## config.mk

```make
export PLATFORM = sky130hd
export DESIGN_NAME = polynomial_bregman_divergence_unit
export DESIGN_NICKNAME = d
export VERILOG_FILES = /design/src/sv/pbd_pkg.sv /design/src/sv/pbd_fifo.sv /design/src/sv/pbd_front.sv /design/src/sv/pbd_back.sv /design/src/sv/polynomial_bregman_divergence_unit.sv
export SDC_FILE = /design/constraint.sdc
export NUM_CORES = 2
export LEC_CHECK = 0
export ABC_CLOCK_PERIOD_IN_PS = 12050
export BUFFER_PORTS_ARGS = -buffer_cell sky130_fd_sc_hd__buf_2
export CAP_MARGIN = 20
export CELL_PAD_IN_SITES_DETAIL_PLACEMENT = 2
export CELL_PAD_IN_SITES_GLOBAL_PLACEMENT = 2
export CORE_ASPECT_RATIO = 0.8
export CORE_MARGIN = 2
export CORE_UTILIZATION = 39
export CTS_BUF_LIST = sky130_fd_sc_hd__clkbuf_4 sky130_fd_sc_hd__clkbuf_8
export DETAILED_ROUTE_END_ITERATION = 8
export GPL_TIMING_DRIVEN = 0
export HOLD_SLACK_MARGIN = 0.1
export PLACE_DENSITY_LB_ADDON = 0.1
export RECOVER_POWER = 50
export SLEW_MARGIN = 20
export SYNTH_ARGS = -nofsm -noshare
export SYNTH_HDL_FRONTEND = slang
export SYNTH_SLANG_ARGS = --single-unit
```

## constraint.sdc

```tcl
create_clock -name clk -period 12.05 [get_ports clk]
set_input_delay 1.205 -clock clk [delete_from_list [all_inputs] [get_ports clk]]
set_output_delay 1.205 -clock clk [all_outputs]
set_load 0.01 [all_outputs]
```

## src/sv/pbd_pkg.sv

```systemverilog
package pbd_pkg;

  // Fixed field widths of the two channels
  localparam int FIELD_BITS = 8;
  localparam int DEG_W      = 3;
  localparam int ACC_W      = 64;
  // Widest sample the front can extract from a field
  localparam int RAW_BITS   = 16;

  localparam logic [DEG_W-1:0] DEG_RESET = 3'd2;

  localparam logic signed [ACC_W-1:0] S64_MAX = {1'b0, {(ACC_W-1){1'b1}}};
  localparam logic signed [ACC_W-1:0] S64_MIN = {1'b1, {(ACC_W-1){1'b0}}};
  localparam logic signed [ACC_W-1:0] S64_ONE = 64'sd1;

  typedef struct packed {
    logic signed [FIELD_BITS-1:0] u_value;
    logic signed [FIELD_BITS-1:0] v_value;
    logic                         last;
  } in_word_t;

  typedef struct packed {
    logic signed [ACC_W-1:0] divergence;
    logic                    saturated;
  } out_word_t;

endpackage

```

## src/sv/pbd_fifo.sv

```systemverilog
module pbd_fifo #(
  parameter int WIDTH = 1,
  parameter int DEPTH = 2
) (
  input  logic             clk,
  input  logic             rst_n,
  input  logic             push,
  output logic             full,
  input  logic [WIDTH-1:0] wr_data,
  input  logic             pop,
  output logic             empty,
  output logic [WIDTH-1:0] rd_data
);

  localparam int PW = (DEPTH > 1) ? $clog2(DEPTH) : 1;
  localparam int CW = $clog2(DEPTH + 1);
  localparam logic [PW-1:0] LAST_PTR = PW'(DEPTH - 1);
  localparam logic [CW-1:0] FULL_CNT = CW'(DEPTH);

  logic [WIDTH-1:0] mem_r [DEPTH];
  logic [PW-1:0]    wr_ptr_r, wr_ptr_nxt;
  logic [PW-1:0]    rd_ptr_r, rd_ptr_nxt;
  logic [CW-1:0]    cnt_r, cnt_nxt;
  logic             do_push, do_pop;

  assign full    = (cnt_r == FULL_CNT);
  assign empty   = (cnt_r == '0);
  assign do_push = push && !full;
  assign do_pop  = pop && !empty;
  assign rd_data = mem_r[rd_ptr_r];

  // Advance pointers and word count
  always_comb begin
    wr_ptr_nxt = wr_ptr_r;
    rd_ptr_nxt = rd_ptr_r;
    cnt_nxt    = cnt_r;
    if (do_push) begin
      wr_ptr_nxt = (wr_ptr_r == LAST_PTR) ? '0 : wr_ptr_r + 1'b1;
    end
    if (do_pop) begin
      rd_ptr_nxt = (rd_ptr_r == LAST_PTR) ? '0 : rd_ptr_r + 1'b1;
    end
    if (do_push && !do_pop) begin
      cnt_nxt = cnt_r + 1'b1;
    end else if (do_pop && !do_push) begin
      cnt_nxt = cnt_r - 1'b1;
    end
  end

  always_ff @(posedge clk) begin
    if (!rst_n) begin
      wr_ptr_r <= '0;
      rd_ptr_r <= '0;
      cnt_r    <= '0;
    end else begin
      wr_ptr_r <= wr_ptr_nxt;
      rd_ptr_r <= rd_ptr_nxt;
      cnt_r    <= cnt_nxt;
    end
  end

  // Store the pushed word
  always_ff @(posedge clk) begin
    if (do_push) begin
      mem_r[wr_ptr_r] <= wr_data;
    end
  end

endmodule

```

## src/sv/pbd_front.sv

```systemverilog
module pbd_front #(
  parameter int SAMPLE_BITS = 8,
  parameter int MAX_DEGREE  = 7,
  parameter int Q_W         = 1
) (
  input  logic                    clk,
  input  logic                    rst_n,
  input  logic                    cfg_we,
  input  logic [pbd_pkg::DEG_W-1:0] cfg_wdata,
  input  logic                    in_push,
  output logic                    in_full,
  input  pbd_pkg::in_word_t       in_word,
  output logic                    q_push,
  input  logic                    q_full,
  output logic [Q_W-1:0]          q_word
);

  import pbd_pkg::*;

  localparam int SB    = SAMPLE_BITS;
  localparam int LIN_W = SAMPLE_BITS + 4;
  localparam logic [DEG_W:0] MAXD = (DEG_W+1)'(MAX_DEGREE);

  typedef struct packed {
    logic signed [SB-1:0]    u;
    logic signed [SB-1:0]    v;
    logic signed [LIN_W-1:0] lin0;
    logic [DEG_W-1:0]        deg;
    logic                    add_lin;
    logic                    last;
  } q_word_t;

  logic [DEG_W-1:0]     deg_r;
  logic [DEG_W-1:0]     deg_eff;
  logic [RAW_BITS-1:0]  raw_u, raw_v;
  logic signed [SB-1:0] samp_u, samp_v;
  logic signed [SB:0]   diff;
  logic signed [SB+4:0] diff_x, deg_x, prod;
  q_word_t              ent;

  // Hold the degree register
  always_ff @(posedge clk) begin
    if (!rst_n) begin
      deg_r <= DEG_RESET;
    end else if (cfg_we) begin
      deg_r <= cfg_wdata;
    end
  end

  // Clamp the degree into the supported range
  always_comb begin
    if (deg_r == '0) begin
      deg_eff = DEG_W'(1);
    end else if ({1'b0, deg_r} > MAXD) begin
      deg_eff = MAXD[DEG_W-1:0];
    end else begin
      deg_eff = deg_r;
    end
  end

  // Extract samples from the low bits of each field
  assign raw_u  = {{(RAW_BITS-FIELD_BITS){1'b0}}, in_word.u_value};
  assign raw_v  = {{(RAW_BITS-FIELD_BITS){1'b0}}, in_word.v_value};
  assign samp_u = raw_u[SB-1:0];
  assign samp_v = raw_v[SB-1:0];

  // Form d*(u-v); it never exceeds LIN_W signed bits
  assign diff   = {samp_u[SB-1], samp_u} - {samp_v[SB-1], samp_v};
  assign diff_x = {{4{diff[SB]}}, diff};
  assign deg_x  = {{(SB+5-DEG_W){1'b0}}, deg_eff};
  assign prod   = diff_x * deg_x;

  // Classify: odd degree with v at or below zero adds the linear term
  always_comb begin
    ent.u       = samp_u;
    ent.v       = samp_v;
    ent.lin0    = prod[LIN_W-1:0];
    ent.deg     = deg_eff;
    ent.add_lin = deg_eff[0] && (samp_v[SB-1] || (samp_v == '0));
    ent.last    = in_word.last;
  end

  assign q_word  = ent;
  assign q_push  = in_push;
  assign in_full = q_full;

endmodule

```

## src/sv/pbd_back.sv

```systemverilog
module pbd_back #(
  parameter int SAMPLE_BITS = 8,
  parameter int Q_W         = 1
) (
  input  logic               clk,
  input  logic               rst_n,
  input  logic               q_empty,
  output logic               q_pop,
  input  logic [Q_W-1:0]     q_word,
  output logic               r_push,
  input  logic               r_full,
  output pbd_pkg::out_word_t r_word
);

  import pbd_pkg::*;

  localparam int SB    = SAMPLE_BITS;
  localparam int LIN_W = SAMPLE_BITS + 4;
  localparam int P_W   = ACC_W + LIN_W;

  localparam logic [3:0] ST_IDLE   = 4'd0;
  localparam logic [3:0] ST_PU     = 4'd1;
  localparam logic [3:0] ST_PV     = 4'd2;
  localparam logic [3:0] ST_LIN    = 4'd3;
  localparam logic [3:0] ST_NEGPV  = 4'd4;
  localparam logic [3:0] ST_ADD1   = 4'd5;
  localparam logic [3:0] ST_NEGLIN = 4'd6;
  localparam logic [3:0] ST_ADD2   = 4'd7;
  localparam logic [3:0] ST_ACC    = 4'd8;

  typedef struct packed {
    logic signed [SB-1:0]    u;
    logic signed [SB-1:0]    v;
    logic signed [LIN_W-1:0] lin0;
    logic [DEG_W-1:0]        deg;
    logic                    add_lin;
    logic                    last;
  } q_word_t;

  typedef struct packed {
    logic signed [ACC_W-1:0] val;
    logic                    clip;
  } sat_res_t;

  // Saturating multiply of a 64-bit value by a narrow signed operand
  function automatic sat_res_t sat_mul(input logic signed [ACC_W-1:0] a,
                                       input logic signed [LIN_W-1:0] b);
    logic [ACC_W-1:0] ua;
    logic [LIN_W-1:0] ub;
    logic [P_W-1:0]   p;
    logic [P_W-1:0]   pmax;
    logic [P_W-1:0]   plim;
    logic             neg;
    sat_res_t         r;
    ua   = a[ACC_W-1] ? (~a + ACC_W'(1)) : a;
    ub   = b[LIN_W-1] ? (~b + LIN_W'(1)) : b;
    p    = {{LIN_W{1'b0}}, ua} * {{ACC_W{1'b0}}, ub};
    pmax = {{LIN_W{1'b0}}, 1'b0, {(ACC_W-1){1'b1}}};
    plim = {{LIN_W{1'b0}}, 1'b1, {(ACC_W-1){1'b0}}};
    neg  = a[ACC_W-1] ^ b[LIN_W-1];
    r.clip = 1'b0;
    if (!neg) begin
      if (p > pmax) begin
        r.val  = S64_MAX;
        r.clip = 1'b1;
      end else begin
        r.val = p[ACC_W-1:0];
      end
    end else begin
      if (p > plim) begin
        r.val  = S64_MIN;
        r.clip = 1'b1;
      end else begin
        r.val = ~p[ACC_W-1:0] + ACC_W'(1);
      end
    end
    return r;
  endfunction

  // Saturating add
  function automatic sat_res_t sat_add(input logic signed [ACC_W-1:0] a,
                                       input logic signed [ACC_W-1:0] b);
    logic [ACC_W:0] s;
    sat_res_t       r;
    s = {a[ACC_W-1], a} + {b[ACC_W-1], b};
    if (s[ACC_W] != s[ACC_W-1]) begin
      r.val  = s[ACC_W] ? S64_MIN : S64_MAX;
      r.clip = 1'b1;
    end else begin
      r.val  = s[ACC_W-1:0];
      r.clip = 1'b0;
    end
    return r;
  endfunction

  // Saturating negate
  function automatic sat_res_t sat_neg(input logic signed [ACC_W-1:0] a);
    sat_res_t r;
    if (a == S64_MIN) begin
      r.val  = S64_MAX;
      r.clip = 1'b1;
    end else begin
      r.val  = ~a + ACC_W'(1);
      r.clip = 1'b0;
    end
    return r;
  endfunction

  logic [3:0]              state_r, state_nxt;
  logic [DEG_W-1:0]        cnt_r, cnt_nxt;
  q_word_t                 ent_r, ent_nxt;
  logic signed [ACC_W-1:0] acc_r, acc_nxt;
  logic signed [ACC_W-1:0] pu_r, pu_nxt;
  logic signed [ACC_W-1:0] pvd1_r, pvd1_nxt;
  logic signed [ACC_W-1:0] lin_r, lin_nxt;
  logic signed [ACC_W-1:0] t_r, t_nxt;
  logic signed [ACC_W-1:0] sum_r, sum_nxt;
  logic                    clip_r, clip_nxt;
  logic                    seen_r, seen_nxt;

  logic signed [ACC_W-1:0] mul_a, neg_a, add_a, add_b;
  logic signed [LIN_W-1:0] mul_b;
  sat_res_t                mres, nres, ares;
  logic                    last_mul;
  logic                    seen_new;

  // Select operands of the shared units
  always_comb begin
    mul_a = (state_r == ST_LIN) ? pvd1_r : acc_r;
    priority if (state_r == ST_PU) begin
      mul_b = {{(LIN_W-SB){ent_r.u[SB-1]}}, ent_r.u};
    end else if (state_r == ST_PV) begin
      mul_b = {{(LIN_W-SB){ent_r.v[SB-1]}}, ent_r.v};
    end else begin
      mul_b = ent_r.lin0;
    end
    neg_a = (state_r == ST_NEGPV) ? t_r : lin_r;
    priority if (state_r == ST_ADD1) begin
      add_a = pu_r;
      add_b = t_r;
    end else if (state_r == ST_ADD2) begin
      add_a = t_r;
      add_b = lin_r;
    end else begin
      add_a = sum_r;
      add_b = t_r;
    end
  end

  assign mres     = sat_mul(mul_a, mul_b);
  assign nres     = sat_neg(neg_a);
  assign ares     = sat_add(add_a, add_b);
  assign last_mul = (cnt_r == (ent_r.deg - DEG_W'(1)));
  assign seen_new = seen_r | clip_r | ares.clip;

  assign r_word.divergence = ares.val;
  assign r_word.saturated  = seen_new;

  // Sequence one word through powers, linear term and accumulation
  always_comb begin
    state_nxt = state_r;
    cnt_nxt   = cnt_r;
    ent_nxt   = ent_r;
    acc_nxt   = acc_r;
    pu_nxt    = pu_r;
    pvd1_nxt  = pvd1_r;
    lin_nxt   = lin_r;
    t_nxt     = t_r;
    sum_nxt   = sum_r;
    clip_nxt  = clip_r;
    seen_nxt  = seen_r;
    q_pop     = 1'b0;
    r_push    = 1'b0;
    unique case (state_r)
      ST_IDLE: begin
        if (!q_empty) begin
          q_pop     = 1'b1;
          ent_nxt   = q_word;
          acc_nxt   = S64_ONE;
          cnt_nxt   = '0;
          clip_nxt  = 1'b0;
          state_nxt = ST_PU;
        end
      end
      ST_PU: begin
        clip_nxt = clip_r | mres.clip;
        if (last_mul) begin
          pu_nxt    = mres.val;
          acc_nxt   = S64_ONE;
          cnt_nxt   = '0;
          state_nxt = ST_PV;
        end else begin
          acc_nxt = mres.val;
          cnt_nxt = cnt_r + 1'b1;
        end
      end
      ST_PV: begin
        clip_nxt = clip_r | mres.clip;
        if (last_mul) begin
          // acc holds v^(d-1) before the final multiply
          pvd1_nxt  = acc_r;
          t_nxt     = mres.val;
          state_nxt = ST_LIN;
        end else begin
          acc_nxt = mres.val;
          cnt_nxt = cnt_r + 1'b1;
        end
      end
      ST_LIN: begin
        lin_nxt   = mres.val;
        clip_nxt  = clip_r | mres.clip;
        state_nxt = ST_NEGPV;
      end
      ST_NEGPV: begin
        t_nxt     = nres.val;
        clip_nxt  = clip_r | nres.clip;
        state_nxt = ST_ADD1;
      end
      ST_ADD1: begin
        t_nxt     = ares.val;
        clip_nxt  = clip_r | ares.clip;
        state_nxt = ST_NEGLIN;
      end
      ST_NEGLIN: begin
        if (!ent_r.add_lin) begin
          lin_nxt  = nres.val;
          clip_nxt = clip_r | nres.clip;
        end
        state_nxt = ST_ADD2;
      end
      ST_ADD2: begin
        t_nxt     = ares.val;
        clip_nxt  = clip_r | ares.clip;
        state_nxt = ST_ACC;
      end
      ST_ACC: begin
        if (!ent_r.last) begin
          sum_nxt   = ares.val;
          seen_nxt  = seen_new;
          state_nxt = ST_IDLE;
        end else if (!r_full) begin
          r_push    = 1'b1;
          sum_nxt   = '0;
          seen_nxt  = 1'b0;
          state_nxt = ST_IDLE;
        end
      end
      default: begin
        state_nxt = ST_IDLE;
      end
    endcase
  end

  always_ff @(posedge clk) begin
    if (!rst_n) begin
      state_r <= ST_IDLE;
      sum_r   <= '0;
      seen_r  <= 1'b0;
    end else begin
      state_r <= state_nxt;
      sum_r   <= sum_nxt;
      seen_r  <= seen_nxt;
    end
  end

  // Hold working values
  always_ff @(posedge clk) begin
    cnt_r  <= cnt_nxt;
    ent_r  <= ent_nxt;
    acc_r  <= acc_nxt;
    pu_r   <= pu_nxt;
    pvd1_r <= pvd1_nxt;
    lin_r  <= lin_nxt;
    t_r    <= t_nxt;
    clip_r <= clip_nxt;
  end

endmodule

```

## src/sv/polynomial_bregman_divergence_unit.sv

```systemverilog
// The back end finishes one word before it pops the next; d is the clamped degree.
// Its shared saturating multiplier forms u^d, v^d and the linear term one product
// per cycle. A two-word queue sits between front and back, another holds results.
// Reset (synchronous, rst_n low) empties both queues, clears the running sum
// and clip flag, and sets the degree to 2.
module polynomial_bregman_divergence_unit #(
  parameter int SAMPLE_BITS = 8,
  parameter int MAX_DEGREE  = 7
) (
  input  logic                      clk,
  input  logic                      rst_n,
  input  logic                      cfg_we,
  input  logic [pbd_pkg::DEG_W-1:0] cfg_wdata,
  input  logic                      in_push,
  output logic                      in_full,
  input  pbd_pkg::in_word_t         in_word,
  output logic                      out_empty,
  input  logic                      out_pop,
  output pbd_pkg::out_word_t        out_word
);

  import pbd_pkg::*;

  localparam int LIN_W = SAMPLE_BITS + 4;
  localparam int Q_W   = 2 * SAMPLE_BITS + LIN_W + DEG_W + 2;
  localparam int R_W   = $bits(out_word_t);

  logic           fq_push, fq_full, fq_pop, fq_empty;
  logic [Q_W-1:0] fq_wdata, fq_rdata;
  logic           rq_push, rq_full;
  out_word_t      rq_wdata;
  logic [R_W-1:0] rq_rdata;

  pbd_front #(
    .SAMPLE_BITS (SAMPLE_BITS),
    .MAX_DEGREE  (MAX_DEGREE),
    .Q_W         (Q_W)
  ) u_front (
    .clk       (clk),
    .rst_n     (rst_n),
    .cfg_we    (cfg_we),
    .cfg_wdata (cfg_wdata),
    .in_push   (in_push),
    .in_full   (in_full),
    .in_word   (in_word),
    .q_push    (fq_push),
    .q_full    (fq_full),
    .q_word    (fq_wdata)
  );

  pbd_fifo #(
    .WIDTH (Q_W),
    .DEPTH (2)
  ) u_work_q (
    .clk     (clk),
    .rst_n   (rst_n),
    .push    (fq_push),
    .full    (fq_full),
    .wr_data (fq_wdata),
    .pop     (fq_pop),
    .empty   (fq_empty),
    .rd_data (fq_rdata)
  );

  pbd_back #(
    .SAMPLE_BITS (SAMPLE_BITS),
    .Q_W         (Q_W)
  ) u_back (
    .clk     (clk),
    .rst_n   (rst_n),
    .q_empty (fq_empty),
    .q_pop   (fq_pop),
    .q_word  (fq_rdata),
    .r_push  (rq_push),
    .r_full  (rq_full),
    .r_word  (rq_wdata)
  );

  pbd_fifo #(
    .WIDTH (R_W),
    .DEPTH (2)
  ) u_res_q (
    .clk     (clk),
    .rst_n   (rst_n),
    .push    (rq_push),
    .full    (rq_full),
    .wr_data (rq_wdata),
    .pop     (out_pop),
    .empty   (out_empty),
    .rd_data (rq_rdata)
  );

  assign out_word = rq_rdata;

endmodule

```

## Word level (Yosys, flattened, before mapping)

Memory sizes are Yosys's and may differ from the RTL's. A register that Yosys moved wholly into a read port is not among the register bits.
Cells that the tools add are included.

- Word-level logic and storage cells: 173
- RAM bits: 196
- Memories: 2
- Input port bits: 25
- Register bits: 404

Memories:

| name | words | width | read ports | clocked after memory_dff | write ports | RTL line | text |
|---|---|---|---|---|---|---|---|
| u_res_q.mem_r | 2 | 65 | 1 | 1 | 1 | pbd_fifo.sv:20 | `logic [WIDTH-1:0] mem_r [DEPTH];` |
| u_work_q.mem_r | 2 | 33 | 1 | 1 | 1 | pbd_fifo.sv:20 |  |

- Multiply operators: 2
- Equal/unequal tests: 20
- Add/sub/neg operators: 16
- Bitwise gates (word level): 11
- Multiplexer cells: 63
- Reduce and logical (&&, ||, !) cells: 40
- Magnitude comparators: 2

Operators with widths:

| operator | number |
|---|---|
| $mux 64 | 17 |
| $pmux 64 s3 | 2 |
| $mux 65 | 3 |
| $not 64->64 | 3 |
| $add 64x2->64 const B | 2 |
| $pmux 64 s2 | 1 |
| $gt 76x63->1 const B | 1 |
| $gt 76x64->1 const B | 1 |
| $mul 64x12->76 | 1 |
| $add 64x64->65 | 1 |
| $add 64x1->64 const B | 1 |
| $eq 64x64->1 const B | 1 |
| $mux 12 | 3 |
| $pmux 4 s9 | 1 |
| $mux 1 | 21 |
| $mux 4 | 5 |
| $eq 4x3->1 const B | 4 |
| $add 12x2->12 const B | 1 |
| $mul 9x4->12 | 1 |
| $mux 3 | 4 |
| $not 12->12 | 1 |
| $reduce_and 2->1 | 6 |
| $logic_and 1x1->1 | 9 |
| $pmux 3 s3 | 1 |
| 33 further kinds | 63 |

## Longest topological paths before layout

- Depth after elaboration: 13
- Mapped depth: 47
- Depth with buffers taken out: 40

## Hierarchy

Synthesis repeated with hierarchy kept, for this count alone.

- Cell total of the unflattened synthesis: 7168
- Area total of the unflattened synthesis: 64949.8 µm²

Modules (own cells, without submodules):

| module | area an instance (µm²) | times used | cells an instance |
|---|---|---|---|
| pbd_back | 55739.7 | 1 | 6594 |
| pbd_fifo at u_res_q | 4917.2 | 1 | 227 |
| pbd_fifo at u_work_q | 2607.5 | 1 | 128 |
| pbd_front | 1685.4 | 1 | 219 |

## Least setup slack after synthesis

No wires, ideal clock.

- Path type: flip-flop to flip-flop
- Start point: register u_back.state_r[0]
- End point: register u_back.t_r[16] (data pin)
- Data required time: 11.771 ns
- Path slack: 0.777 ns
- Cell stages (with the launch flop): 42
- Library setup time: 0.279 ns
- Buffers on the path: 9
- Arrival time: 10.994 ns
- Cells stage by stage: dfxtp_1 > nor4bb_1 > clkbuf_1 > buf_2 > buf_2 > mux2i_1 > nand3_1 > or4b_2 > clkbuf_1 > nor4_1 > nor4bb_1 > o21a_1 > and3_1 > a21oi_1 > xnor2_1 > clkbuf_1 > nand2_1 > fa_1 > [6 not listed] > inv_1 > ha_1 > clkbuf_1 > a21o_1 > a21o_1 > a21oi_1 > o21a_1 > o31ai_1 > mux2_2 > a311oi_1 > a2111o_1 > or4_1 > buf_2 > or3_1 > clkbuf_1 > clkbuf_1 > o2111ai_1 > o221ai_1

- Longest elaborated chain between the ends: 13
- Elaborated cells on any way between the ends: 40
- Classes of those cells: add/sub: 5; mul: 1; order compare: 2; eq/ne: 8; mux: 18; bitwise: 5; reduce/logical: 1

RTL lines:

| what | RTL line | text |
|---|---|---|
| start, declared | pbd_back.sv:109 | `logic [3:0] state_r, state_nxt;` |
| start signal, assigned | pbd_back.sv:260 | `state_r <= state_nxt;` |
| branches (longest 12 deep; another with $mul 64x12->76) | -- |  |
| $pmux 64 s3 (*) | pbd_back.sv:174 | `unique case (state_r)` |
| named net u_back.t_nxt[16] | pbd_back.sv:116 | `logic signed [ACC_W-1:0] t_r, t_nxt;` |
| end signal, assigned | pbd_back.sv:274 | `t_r <= t_nxt;` |
| end, declared | pbd_back.sv:116 |  |

Mark *: on every way through the listed nets, which the timed path passes. The select of a mux whose other input is x is not followed.
A chain may end at the register's enable or synchronous reset.

## Final worst setup path

- Start point: register u_back.state_r[0]
- End point: register u_back.t_r[63] (data pin)

The elaborated chain is that of the path after synthesis.

==> results.txt <==
Outcome -> complete, but fails checks
Failing checks -> capacitance limit, slew limit, setup timing
Total GRT Usage -> 37.9%
Worst Max-Slew Pin Slew -> 2060 ps
Clk_lat worst skew -> 950 ps
Final hold violations -> 0
CP max stage cell -> fa_1
Syn Nets -> 7935
Clock skew -> 81.3 ps
Endpoints failing setup -> 10
Synth area leader -> edfxtp_1
Drt drc -> 0
Synth top cells by count -> nand2_1 (938), inv_1 (821), fa_1 (631), edfxtp_1 (553), nor2_1 (475)
Area of the multi-input gates -> 0.0452 mm^2
Max_slew headroom -> -37.5%
RePlAce Congestion -> 1.02
Routed wire per std cell -> 34.0 um
WS Path Type -> register to register
Clk buf depth -> 3
Total clock buffers created by CTS -> 107
Crit. End Element -> register
Vias -> 60700
Fill cell total of the finished layout -> 17400
Crit Path Max Fanout -> 10
Pre-CTS setup slack -> -4940 ps
Die ar. -> 0.169 mm^2
Hold_buf cts -> 0
Syn Inst Count -> 7064
Site Rows -> 133
Share of the synthesized area in the top cell type -> 25.7%
Number of max-cap violations -> 5
TNS Setup -> -426 ps
Die W -> 459 um
Fmax -> 0.0821 GHz
Min Tclk post-route -> 12190 ps
EDFF count, synth -> 553
Most common cell in the netlist -> nand2_1
Synth area leaders -> edfxtp_1 (26%), fa_1 (20%), nand2_1 (5.4%), inv_1 (4.8%), ha_1 (4.2%)
Final net count -> 8398
PortBufs -> 90
Sequential fraction of the synthesis area -> 28.2%
Final HPWL DP -> 264000 um
H-tree depth -> 3
Tcrit/Tclk final -> 101%
Routed WL -> 333000 um
Worst Path Required -> 12660 ps
Most frequent CP cell -> fa_1
Cell Area, Synth -> 0.0647 mm^2
Util after Layout -> 47.0%
Worst Setup Slack, final -> -137 ps
Register area -> 0.0182 mm^2
First-pass GRT wire length -> 463000 um
# IOs -> 92
P&R area growth vs syn -> 19.4%
RSZ-0062 raised after global routing -> true
Clock Tree Root -> clkbuf_8
Startpoint types -> register
Initial antenna violation count -> 24
Detailed Routing Iterations Pass 1 -> 5
Fin Hold WS -> 457 ps
Largest net degree at the start of global routing -> 49
TritonCTS Sinks -> 634
Post-route ant nets -> 0
Warnings from Yosys -> 0
Max stage delay on crit path -> 620 ps
Vias in the first global route -> 63700
GR Overflow Total -> 0
Register bit total from synthesis -> 634
TritonCTS clock tree -> yes
Distinct cells, synth -> 102
Final Max Slew Viols -> 106
Mapped Avg Cell Area -> 9.15 um^2
Height of the die -> 368 um
Hold Crit Class -> register to register
Core area -> 0.164 mm^2
Clk slew on worst S/H paths -> 70 ps
Synth Flop Type -> edfxtp_1
Layout cells sized above 1 -> 18.4%
Critical path arrival -> 12790 ps
Routed vias/inst -> 6.20
Starting Density -> 39.3%
Async SR Flop Fraction -> 0%
Iter 0 DRT Violations -> 6586
what timing repair did:
action / CTS / global route
gates resized for setup: 599 / 339
endpoints found under the setup margin: 257 / 257
gates cloned: 0 / 2
pin swaps: 87 / 83
setup buffers: 130 / 103
metal layers:
metal	wire (um)	part of all wire (%)	up-vias	global-route usage, %
met5	241	0.072	-	0
met1	144000	43	32300	53.5
met4	10600	3.2	26	10.3
met3	36200	11	556	12.1
met2	142000	43	2868	55.6
li1	-	-	24900	-
logic make-up after synthesis:
group / share of synthesized area, %
simple gates: 17.3
compound gates: 13.0
flops: 28.2
mux: 6.16
buf+inv: 7.29
xor+xnor: 4.09
fa+ha+maj: 23.9
layout make-up:
type | instances | share of cell area, %
Timing Repair Buffer | 397 | 4.53
Clock buffer | 150 | 2.41
Buffer | 377 | 2.77
Tap cell | 2160 | 3.50
Clock inverter | 46 | 0.642
Antenna cell | 18 | 0.0583
Multi-Input combinational cell | 5189 | 58.5
Inverter | 821 | 3.99
Sequential cell | 634 | 23.6
placed cells by master (no fill, tap or decap), types with 106 or more instances in the layout:
| cell type | netlist | routed |
|---|---|---|
| and2_1 | 171 | 165 |
| a21oi_1 | 386 | 326 |
| inv_1 | 821 | 816 |
| xor2_1 | 127 | 106 |
| edfxtp_1 | 553 | 553 |
| buf_4 | 0 | 238 |
| mux2i_1 | 208 | 186 |
| nor2_1 | 475 | 437 |
| o21ai_0 | 235 | 185 |
| nor3_1 | 142 | 123 |
| ha_1 | 215 | 175 |
| xnor2_1 | 175 | 144 |
| clkbuf_8 | 0 | 131 |
| fa_1 | 631 | 629 |
| mux2_2 | 169 | 159 |
| nand2_1 | 938 | 920 |
| clkbuf_1 | 373 | 205 |
| nor2b_1 | 181 | 177 |
per-stage QoR:
| step | area (um^2) | instances |
|---|---|---|
| 2_1_floorplan | 64700 | 7064 |
| 3_5_place_dp | 69300 | 9384 |
| 5_1_grt | 77200 | 9779 |
| 6_report | 77200 | 9792 |
| 4_1_cts | 75100 | 9674 |
| 3_3_place_gp | 67800 | 9314 |
registers in the layout (all words and copies together) (netlist names), named ones only:
| name | cells |
|---|---|
| u_back.cnt_r | 3 |
| u_back.seen_r | 1 |
| u_work_q.rd_ptr_r | 1 |
| u_front.deg_r | 3 |
| u_res_q.cnt_r | 2 |
| u_res_q.mem_r | 130 |
| u_work_q.wr_ptr_r | 1 |
| u_back.t_r | 64 |
| u_back.lin_r | 64 |
| u_work_q.cnt_r | 2 |
| u_back.state_r | 4 |
| u_res_q.wr_ptr_r | 1 |
| u_back.pvd1_r | 64 |
| u_back.clip_r | 1 |
| u_back.acc_r | 64 |
| u_back.pu_r | 64 |
| u_back.sum_r | 64 |
| u_back.ent_r | 33 |
| u_work_q.mem_r | 66 |
| u_res_q.rd_ptr_r | 1 |
worst max-delay path: cells and delay by family (launching register included):
kind | cells | cell delay [ps]
and+or+nand+nor | 12 | 3820
adders and majority gates | 6 | 3060
AOI/OAI and AO/OA | 7 | 1840
buffers and inverters | 11 | 1790
xor gates and xnor gates | 2 | 510
muxes | 1 | 410
DFF | 1 | 380
path summary, 6_finish.rpt:
| path | cells past startpoint | endpoint | slack [ps] | start |
|---|---|---|---|---|
| max | 39 | u_back.t_r[63]$_DFFE_PP_ | -140 | u_back.state_r[0]$_SDFFE_PN0P_ |
| min | 0 | u_back.pvd1_r[0]$_DFFE_PP_ | 460 | u_back.acc_r[0]$_DFFE_PP_ |
| max reg2reg | 39 | u_back.t_r[63]$_DFFE_PP_ | -140 | u_back.state_r[0]$_SDFFE_PN0P_ |
| min reg2reg | 0 | u_back.pvd1_r[0]$_DFFE_PP_ | 460 | u_back.acc_r[0]$_DFFE_PP_ |
Power is left out: the tool's default activity adds up to more than one toggle a clock period on the data nets, which glitch-free logic cannot reach.
